## config.mk

```make
export PLATFORM = sky130hd
export DESIGN_NAME = fir_filter_circular_history_core
export DESIGN_NICKNAME = d
export VERILOG_FILES = /design/src/rtl/fircirc_pkg.sv /design/src/rtl/fir_filter_circular_history_core.sv
export SDC_FILE = /design/constraint.sdc
export NUM_CORES = 2
export LEC_CHECK = 0
export BUFFER_PORTS_ARGS = -buffer_cell sky130_fd_sc_hd__buf_2
export CORE_UTILIZATION = 45
export CTS_BUF_LIST = sky130_fd_sc_hd__clkbuf_8
export CTS_CLUSTER_SIZE = 16
export DETAILED_ROUTE_END_ITERATION = 12
export HOLD_SLACK_MARGIN = 0.06
export PLACE_DENSITY_LB_ADDON = 0.25
export SETUP_SLACK_MARGIN = 0.4
export SLEW_MARGIN = 30
export SYNTH_ARGS = -nofsm -noshare
export SYNTH_HDL_FRONTEND = slang
export SYNTH_SLANG_ARGS = --single-unit
```

## constraint.sdc

```tcl
create_clock -name clk -period 12.6 [get_ports clk]
set_clock_uncertainty 0.05 [all_clocks]
set_input_delay 1.26 -clock clk [delete_from_list [all_inputs] [get_ports clk]]
set_output_delay 1.26 -clock clk [all_outputs]
set_load 0.02 [all_outputs]
```

## src/rtl/fircirc_pkg.sv

```systemverilog
`timescale 1ns / 1ps
// ----------------------------------------------------------------------------
// fircirc_pkg
// shared types and fixed widths for the circular history fir core
// ----------------------------------------------------------------------------
package fircirc_pkg;

	// accumulator and result width
	localparam int ACC_BITS = 40;
	// coefficient index field width
	localparam int IDX_BITS = 7;
	// tap count register width
	localparam int TAP_CNT_BITS = 8;

	// request kinds carried in tuser
	localparam logic OP_FILTER = 1'b0;
	localparam logic OP_LOAD   = 1'b1;

	// sequencer states, one-hot
	typedef enum logic [3:0] {
		ST_CLEAR = 4'b0001,
		ST_IDLE  = 4'b0010,
		ST_MAC   = 4'b0100,
		ST_DRAIN = 4'b1000
	} seq_state_t;

endpackage

```

## src/rtl/fir_filter_circular_history_core.sv

```systemverilog
`timescale 1ns / 1ps
// ----------------------------------------------------------------------------
// fir_filter_circular_history_core
// direct-form fir filter with a circular sample history and one shared mac
// ----------------------------------------------------------------------------
//
// channel   dir   handshake                 payload
// s_*       in    s_tvalid / s_tready       tdata: sample, coeff_index, coeff_value
//                                           tuser: op, tlast: end_of_block
// m_*       out   m_tvalid / m_tready       tdata: filtered_value, tlast: end_of_block_out
// cfg_*     in    cfg_valid / cfg_ready     cfg_data: tap_count
//
// a filter request is accepted in idle, then walks the clamped tap count at
// one tap per cycle through the shared multiply-accumulate, then drains
// a coefficient load is taken in idle and gives no result
// after reset a clearing pass zeroes both memories, s_tready low
// the result sits in an output register, so the next request is taken while
// it waits; a filter request holds in drain until that register is free
//
module fir_filter_circular_history_core
	import fircirc_pkg::*;
#(
	parameter int MAX_TAPS    = 128,
	parameter int SAMPLE_BITS = 16,
	parameter int COEFF_BITS  = 16
) (
	input  logic                      clk,
	input  logic                      arst_n,
	// input stream
	input  logic                      s_tvalid,
	output logic                      s_tready,
	// sample, coeff_index, coeff_value from bit 0 up, zero filled to bytes
	input  logic [((SAMPLE_BITS+IDX_BITS+COEFF_BITS+7)/8)*8-1:0] s_tdata,
	// op
	input  logic                      s_tuser,
	input  logic                      s_tlast,
	// result stream
	output logic                      m_tvalid,
	input  logic                      m_tready,
	// filtered_value
	output logic [ACC_BITS-1:0]       m_tdata,
	output logic                      m_tlast,
	// configuration write
	input  logic                      cfg_valid,
	output logic                      cfg_ready,
	input  logic [TAP_CNT_BITS-1:0]   cfg_data
);

	localparam int PW     = $clog2(MAX_TAPS);
	localparam int TW     = $clog2(MAX_TAPS + 1);
	localparam int PROD_W = SAMPLE_BITS + COEFF_BITS;
	localparam int SUM_W  = ((PROD_W > ACC_BITS) ? PROD_W : ACC_BITS) + 1;
	localparam int IDX_LO = SAMPLE_BITS;
	localparam int CV_LO  = SAMPLE_BITS + IDX_BITS;

	localparam logic [PW-1:0] LAST_POS = PW'(MAX_TAPS - 1);
	localparam logic signed [SUM_W-1:0] SAT_HI = SUM_W'({1'b0, {(ACC_BITS-1){1'b1}}});
	localparam logic signed [SUM_W-1:0] SAT_LO = ~SAT_HI;

	// request fields
	logic signed [SAMPLE_BITS-1:0] in_sample;
	logic [IDX_BITS-1:0]           in_idx;
	logic signed [COEFF_BITS-1:0]  in_coeff;
	logic                          accept;
	logic                          idx_ok;

	assign in_sample = s_tdata[SAMPLE_BITS-1:0];
	assign in_idx    = s_tdata[CV_LO-1:IDX_LO];
	assign in_coeff  = s_tdata[CV_LO+COEFF_BITS-1:CV_LO];
	assign accept    = s_tvalid && s_tready;
	assign idx_ok    = 32'(in_idx) < 32'(MAX_TAPS);

	// sequencer and control registers
	seq_state_t        state_q;
	logic [PW-1:0]     clr_q;
	logic [PW-1:0]     pos_q;
	logic [PW-1:0]     j_q;
	logic [PW-1:0]     k_q;
	logic [TW-1:0]     remain_q;
	logic [TAP_CNT_BITS-1:0] tap_count_q;
	logic              eob_q;
	logic [TW-1:0]     taps_eff;

	// mac pipeline
	logic                          vld_s1;
	logic                          vld_s2;
	logic signed [COEFF_BITS-1:0]  coeff_rd_s1;
	logic signed [SAMPLE_BITS-1:0] hist_rd_s1;
	logic signed [PROD_W-1:0]      prod_s2;
	logic signed [ACC_BITS-1:0]    acc_q;
	logic signed [SUM_W-1:0]       sum;
	logic signed [ACC_BITS-1:0]    sum_sat;

	// output register
	logic                  m_tvalid_q;
	logic [ACC_BITS-1:0]   m_tdata_q;
	logic                  m_tlast_q;
	logic                  out_free;
	logic                  drain_done;

	// memories
	logic signed [SAMPLE_BITS-1:0] hist_mem [MAX_TAPS];
	logic signed [COEFF_BITS-1:0]  coeff_mem [MAX_TAPS];
	logic                          hist_we;
	logic [PW-1:0]                 hist_waddr;
	logic signed [SAMPLE_BITS-1:0] hist_wdata;
	logic                          coeff_we;
	logic [PW-1:0]                 coeff_waddr;
	logic signed [COEFF_BITS-1:0]  coeff_wdata;

	assign s_tready  = (state_q == ST_IDLE);
	assign cfg_ready = 1'b1;
	assign m_tvalid  = m_tvalid_q;
	assign m_tdata   = m_tdata_q;
	assign m_tlast   = m_tlast_q;

	assign out_free   = !m_tvalid_q || m_tready;
	assign drain_done = (state_q == ST_DRAIN) && !vld_s1 && !vld_s2 && out_free;

	// tap count clamp: zero acts as one, above the depth acts as the depth
	always_comb begin
		if (tap_count_q == '0) begin
			taps_eff = TW'(1);
		end else if (32'(tap_count_q) > 32'(MAX_TAPS)) begin
			taps_eff = TW'(MAX_TAPS);
		end else begin
			taps_eff = TW'(tap_count_q);
		end
	end

	// memory write port selection, clearing pass owns both ports
	always_comb begin
		hist_we     = 1'b0;
		hist_waddr  = pos_q;
		hist_wdata  = in_sample;
		coeff_we    = 1'b0;
		coeff_waddr = PW'(in_idx);
		coeff_wdata = in_coeff;
		if (state_q == ST_CLEAR) begin
			hist_we     = 1'b1;
			hist_waddr  = clr_q;
			hist_wdata  = '0;
			coeff_we    = 1'b1;
			coeff_waddr = clr_q;
			coeff_wdata = '0;
		end else if (accept) begin
			hist_we  = (s_tuser == OP_FILTER);
			coeff_we = (s_tuser == OP_LOAD) && idx_ok;
		end
	end

	always_ff @(posedge clk) begin
		if (hist_we) begin
			hist_mem[hist_waddr] <= hist_wdata;
		end
		if (coeff_we) begin
			coeff_mem[coeff_waddr] <= coeff_wdata;
		end
		// registered reads for the mac walk
		coeff_rd_s1 <= coeff_mem[j_q];
		hist_rd_s1  <= hist_mem[k_q];
	end

	// shared multiplier and saturating accumulate
	assign sum = SUM_W'(acc_q) + SUM_W'(prod_s2);

	always_comb begin
		if (sum > SAT_HI) begin
			sum_sat = ACC_BITS'(SAT_HI);
		end else if (sum < SAT_LO) begin
			sum_sat = ACC_BITS'(SAT_LO);
		end else begin
			sum_sat = ACC_BITS'(sum);
		end
	end

	always_ff @(posedge clk) begin
		prod_s2 <= PROD_W'(coeff_rd_s1) * PROD_W'(hist_rd_s1);
		if (accept) begin
			acc_q <= '0;
		end else if (vld_s2) begin
			acc_q <= sum_sat;
		end
	end

	// tap count register
	always_ff @(posedge clk or negedge arst_n) begin
		if (!arst_n) begin
			tap_count_q <= TAP_CNT_BITS'(1);
		end else if (cfg_valid && cfg_ready) begin
			tap_count_q <= cfg_data;
		end
	end

	// sequencer
	always_ff @(posedge clk or negedge arst_n) begin
		if (!arst_n) begin
			state_q  <= ST_CLEAR;
			clr_q    <= '0;
			pos_q    <= '0;
			j_q      <= '0;
			k_q      <= '0;
			remain_q <= '0;
			eob_q    <= 1'b0;
			vld_s1   <= 1'b0;
			vld_s2   <= 1'b0;
		end else begin
			vld_s1 <= (state_q == ST_MAC);
			vld_s2 <= vld_s1;
			case (state_q)
				ST_CLEAR: begin
					clr_q <= clr_q + PW'(1);
					if (clr_q == LAST_POS) begin
						state_q <= ST_IDLE;
					end
				end
				ST_IDLE: begin
					if (accept && (s_tuser == OP_FILTER)) begin
						j_q      <= '0;
						k_q      <= pos_q;
						remain_q <= taps_eff;
						eob_q    <= s_tlast;
						pos_q    <= (pos_q == LAST_POS) ? '0 : pos_q + PW'(1);
						state_q  <= ST_MAC;
					end
				end
				ST_MAC: begin
					// one tap issued per cycle, newest sample first
					j_q      <= j_q + PW'(1);
					k_q      <= (k_q == '0) ? LAST_POS : k_q - PW'(1);
					remain_q <= remain_q - TW'(1);
					if (remain_q == TW'(1)) begin
						state_q <= ST_DRAIN;
					end
				end
				ST_DRAIN: begin
					if (drain_done) begin
						state_q <= ST_IDLE;
					end
				end
				default: begin
					state_q <= ST_IDLE;
				end
			endcase
		end
	end

	// output register
	always_ff @(posedge clk or negedge arst_n) begin
		if (!arst_n) begin
			m_tvalid_q <= 1'b0;
		end else if (drain_done) begin
			m_tvalid_q <= 1'b1;
		end else if (m_tready) begin
			m_tvalid_q <= 1'b0;
		end
	end

	always_ff @(posedge clk) begin
		if (drain_done) begin
			m_tdata_q <= acc_q;
			m_tlast_q <= eob_q;
		end
	end

	// the mac pipeline is empty whenever a request can be taken
	a_idle_empty: assert property (@(posedge clk) disable iff (!arst_n)
		(state_q == ST_IDLE) |-> (!vld_s1 && !vld_s2))
		else $error("mac pipeline busy while idle");

	// a tap is still owed whenever the walk runs
	a_mac_remain: assert property (@(posedge clk) disable iff (!arst_n)
		(state_q == ST_MAC) |-> (remain_q != '0))
		else $error("mac walk with no tap left");

	// a result only appears at the end of a drain
	a_out_from_drain: assert property (@(posedge clk) disable iff (!arst_n)
		$rose(m_tvalid_q) |-> $past(state_q == ST_DRAIN))
		else $error("result raised outside drain");

	// the walk never runs beyond the memory depth
	a_walk_len: assert property (@(posedge clk) disable iff (!arst_n)
		((state_q == ST_MAC) && (remain_q == TW'(1))) |-> (32'(j_q) + 1 <= 32'(MAX_TAPS)))
		else $error("tap walk beyond depth");

endmodule
```

==> metrics.txt <==
YS warnings 0; CP bufs+invs 5; worst reg2reg setup slack 5.74 ns; CTS Buffer Depth 4; routability congestion estimate 0.827; clock root buffer master clkbuf_8; setup TNS 0 ns; final setup violation count 0; Final Slew Violations 0; height of the die 627 um; largest cells by area after synthesis edfxtp_1 71%, mux4_2 13%, fa_1 3.0%; average size of a mapped cell 19.8 um^2; synthesis-to-layout area growth 12.2%; net count reported at finish 10100; critical path's slowest cell dfxtp_1; sequential share of the synthesized area 72.5%; reg-to-reg startpoint coeff_rd_s1[7]; final wirelength 443000 um; Worst Hold Depth 3; post_cts resized 0; placed insts between 10000 and 15000; commonest non-fill, non-tap cell in the layout edfxtp_1; CP Class reg -> reg; Initial DRC Count roughly 9200; Core Rows roughly 230; Hold WC Path Type in -> reg; top-area cell type share of the netlist area 70.6%; Switching Fraction 21.4%; Critical Path Most Common Cell fa_1; Highest Clock Rate 146 MHz; number of library cell types mapped by synthesis 81; PnR worst setup slack around 5.7 ns; fin util 50.7%; status finished clean; Pre-antenna DRT Iters 8; final hold violation count 0; Max transition margin between 20 and 30%; vias in the first global route 91500; Hold Crit Start s_tlast; post-synthesis instance total just under 9000; Setup crit start coeff_rd_s1[7]; Pwr Total 27.0 mW; GRT Resource Usage Total 22.4%; Critical Path AT 7.94 ns; largest net degree at the start of global routing ~140; startpoint types flip-flop; Worst path max stage delay 0.83 ns; Worst-path clk slew 0.06 ns; Port Buffers 96; Synth Register Bits 4293; Worst-Margin Slew between 1 and 1.5 ns; initial core utilization 45.2%; MaxCap Viol Count 0; Seq pwr share 58.0%; Worst EP required approximately 14 ns; Post-DRT Antenna Nets 0; Synth area leader edfxtp_1; Die W 627 um; Vias/cell 5.82; Synth Cell Area 176000 um^2; Hold Worst Slack 0.230 ns; final cycle utilization of the critical path 54.5%; # DRC 0; post-route cell area 197000 um^2; CTS tree yes; Synth Flop Type edfxtp_1; CP Cell Sequence nand2_1 > fa_1 > inv_1 > fa_1 > inv_1 > fa_1 > inv_1 > fa_1 > fa_1 > inv_1 > fa_1 > inv_1 > ha_1 > or4_1 > a211oi_1 > o31ai_1 > nor4_1 > nor3_1 > a311o_1 > a21oi_1 > xnor2_1; leak pwr 63.5 nW; Gate power share around 1%; DR WL/cell 28.8 um; WHS Endpoint eob_q; TritonCTS buffer count between 600 and 700; Internal 21.2 mW; Post-synth ARST share 1.21%; Syn Nets between 9000 and 10000; RSZ-0062 raised after global routing no; Top Ports about 100; die area about 390000 um^2; CP Max Fanout 16; Core Region slightly below 400000 um^2; Top delay family on crit path adder cells; FF-to-FF path depth 21; PwrDens about 140 nW/um^2; Clk pwr share 41.0%; GR Overflow Total 0; Sw Pwr 5.77 mW; Peak VDD IR 0.103 mV; layout cell share with drive strength beyond 1 between 20 and 30%; CTS hold repair buffers 1; initial antenna violation count between 40 and 50; final cell count without fillers 15400; DPL Wire Length between 200000 and 300000 um; Post-synth EDFFs 4137; Area after DPL 185000 um^2; via total after detailed routing 89700; R2R Path End prod_s2[24]; first-pass GRT wire length ~640000 um; Worst Setup End Kind flip-flop; dpl ws 5.79 ns; Sink Count 4293; htree depth 6; # Post-CTS Setup Buffers 0; Worst-Skew Late Latency 1.18 ns; highest-count cells in the layout ignoring fill and taps 4137 x edfxtp_1, 1015 x mux4_2, 706 x clkbuf_8; Min Clock Period, post-route just under 7 ns
[registers in the layout, summed over array words and instances (netlist names)]
signal / count
coeff_mem: 2048
hist_mem: 2048
acc_q: 40
m_tdata: 40
prod_s2: 32
coeff_rd_s1: 16
hist_rd_s1: 16
remain_q: 8
tap_count_q: 8
clr_q: 7
j_q: 7
k_q: 7
pos_q: 7
state_q: 4
eob_q: 1
m_tlast: 1
m_tvalid: 1
vld_s1: 1
vld_s2: 1
[logic make-up (layout without fill, tap and decap cells)]
logic type | count (synthesis) | after routing | synth area share, %
buffers and inverters | 778 | 2040 | 1.80
adders and majority gates | 392 | 392 | 3.91
and+or+nand+nor | 1021 | 1021 | 2.66
xor gates and xnor gates | 82 | 82 | 0.408
DFF | 4293 | 4293 | 72.5
AOI/OAI and AO/OA | 896 | 896 | 3.22
muxes | 1444 | 1444 | 15.5
other | 1 | 39 | 0.00213
[power groups by stage]
stage / combinational (mW) / clock, mW / sequential, mW
3_3_place_gp: 0.248 / 0 / 15.9
4_1_cts: 0.275 / 11.3 / 15.6
3_5_place_dp: 0.275 / 0 / 15.9
2_1_floorplan: 0.111 / 0 / 16.0
5_1_grt: 0.295 / 11.9 / 15.6
6_report: 0.275 / 11.1 / 15.6
[cell type report]
cell class / instances / area (um^2)
fill: 31300 / 192000
antenna: 38 / 95.1
timing repair buffer: 499 / 3830
inverter: 311 / 1170
sequential: 4293 / 128000
clock buffer: 706 / 9720
tap: 5197 / 6500
clock inverter: 524 / 2900
multi-input combinational: 3836 / 45600
[worst max-delay path by stage]
stage	to	cells past startpoint
4_1_cts	prod_s2[31]	19
2_1_floorplan	prod_s2[31]	23
3_3_place_gp	prod_s2[24]	21
5_1_grt	prod_s2[31]	21
3_5_place_dp	prod_s2[31]	19
6_report	prod_s2[24]	21
[worst register-to-register path: stages, from the launching register on]
cell and delay (ns):
dfxtp_1 0.83, nand2_1 0.19, fa_1 0.58, inv_1 0.05, fa_1 0.50, inv_1 0.06, fa_1 0.52, inv_1 0.06
fa_1 0.45, fa_1 0.49, inv_1 0.05, fa_1 0.47, inv_1 0.04, ha_1 0.22, or4_1 0.42, a211oi_1 0.48
o31ai_1 0.30, nor4_1 0.22, nor3_1 0.13, a311o_1 0.37, a21oi_1 0.19, xnor2_1 0.13
[routing by layer]
metal  GRT usage, %  wire [um]
met1           30.3     177000
met2           37.0     219000
met3           3.40      30800
met4           8.30      16800
met5              0         39
[synthesized netlist by cell type (8+ instances only)]
| cell | n |
|---|---|
| edfxtp_1 | 4137 |
| mux4_2 | 1015 |
| nor2_1 | 339 |
| mux2i_1 | 321 |
| inv_1 | 310 |
| a21oi_1 | 296 |
| nand2_1 | 292 |
| clkbuf_1 | 265 |
| fa_1 | 263 |
| o21ai_0 | 189 |
| and2_1 | 161 |
| ha_1 | 129 |
| buf_2 | 107 |
| mux2_2 | 107 |
| o221ai_1 | 106 |
| o22ai_1 | 105 |
| dfxtp_1 | 104 |
| nor3_1 | 84 |
| buf_1 | 69 |
| xnor2_1 | 58 |
| dfrtp_1 | 50 |
| nand3_1 | 44 |
| o311ai_0 | 34 |
| a21o_1 | 26 |
| xor2_1 | 24 |
| nand2b_1 | 20 |
| buf_4 | 19 |
| o31ai_1 | 19 |
| or3_1 | 18 |
| a211oi_1 | 12 |
| a21oi_2 | 11 |
| nand4_1 | 11 |
| o21a_1 | 11 |
| nand2_2 | 10 |
| a31oi_1 | 8 |
Note: power is estimated with default switching activity, not from simulation.
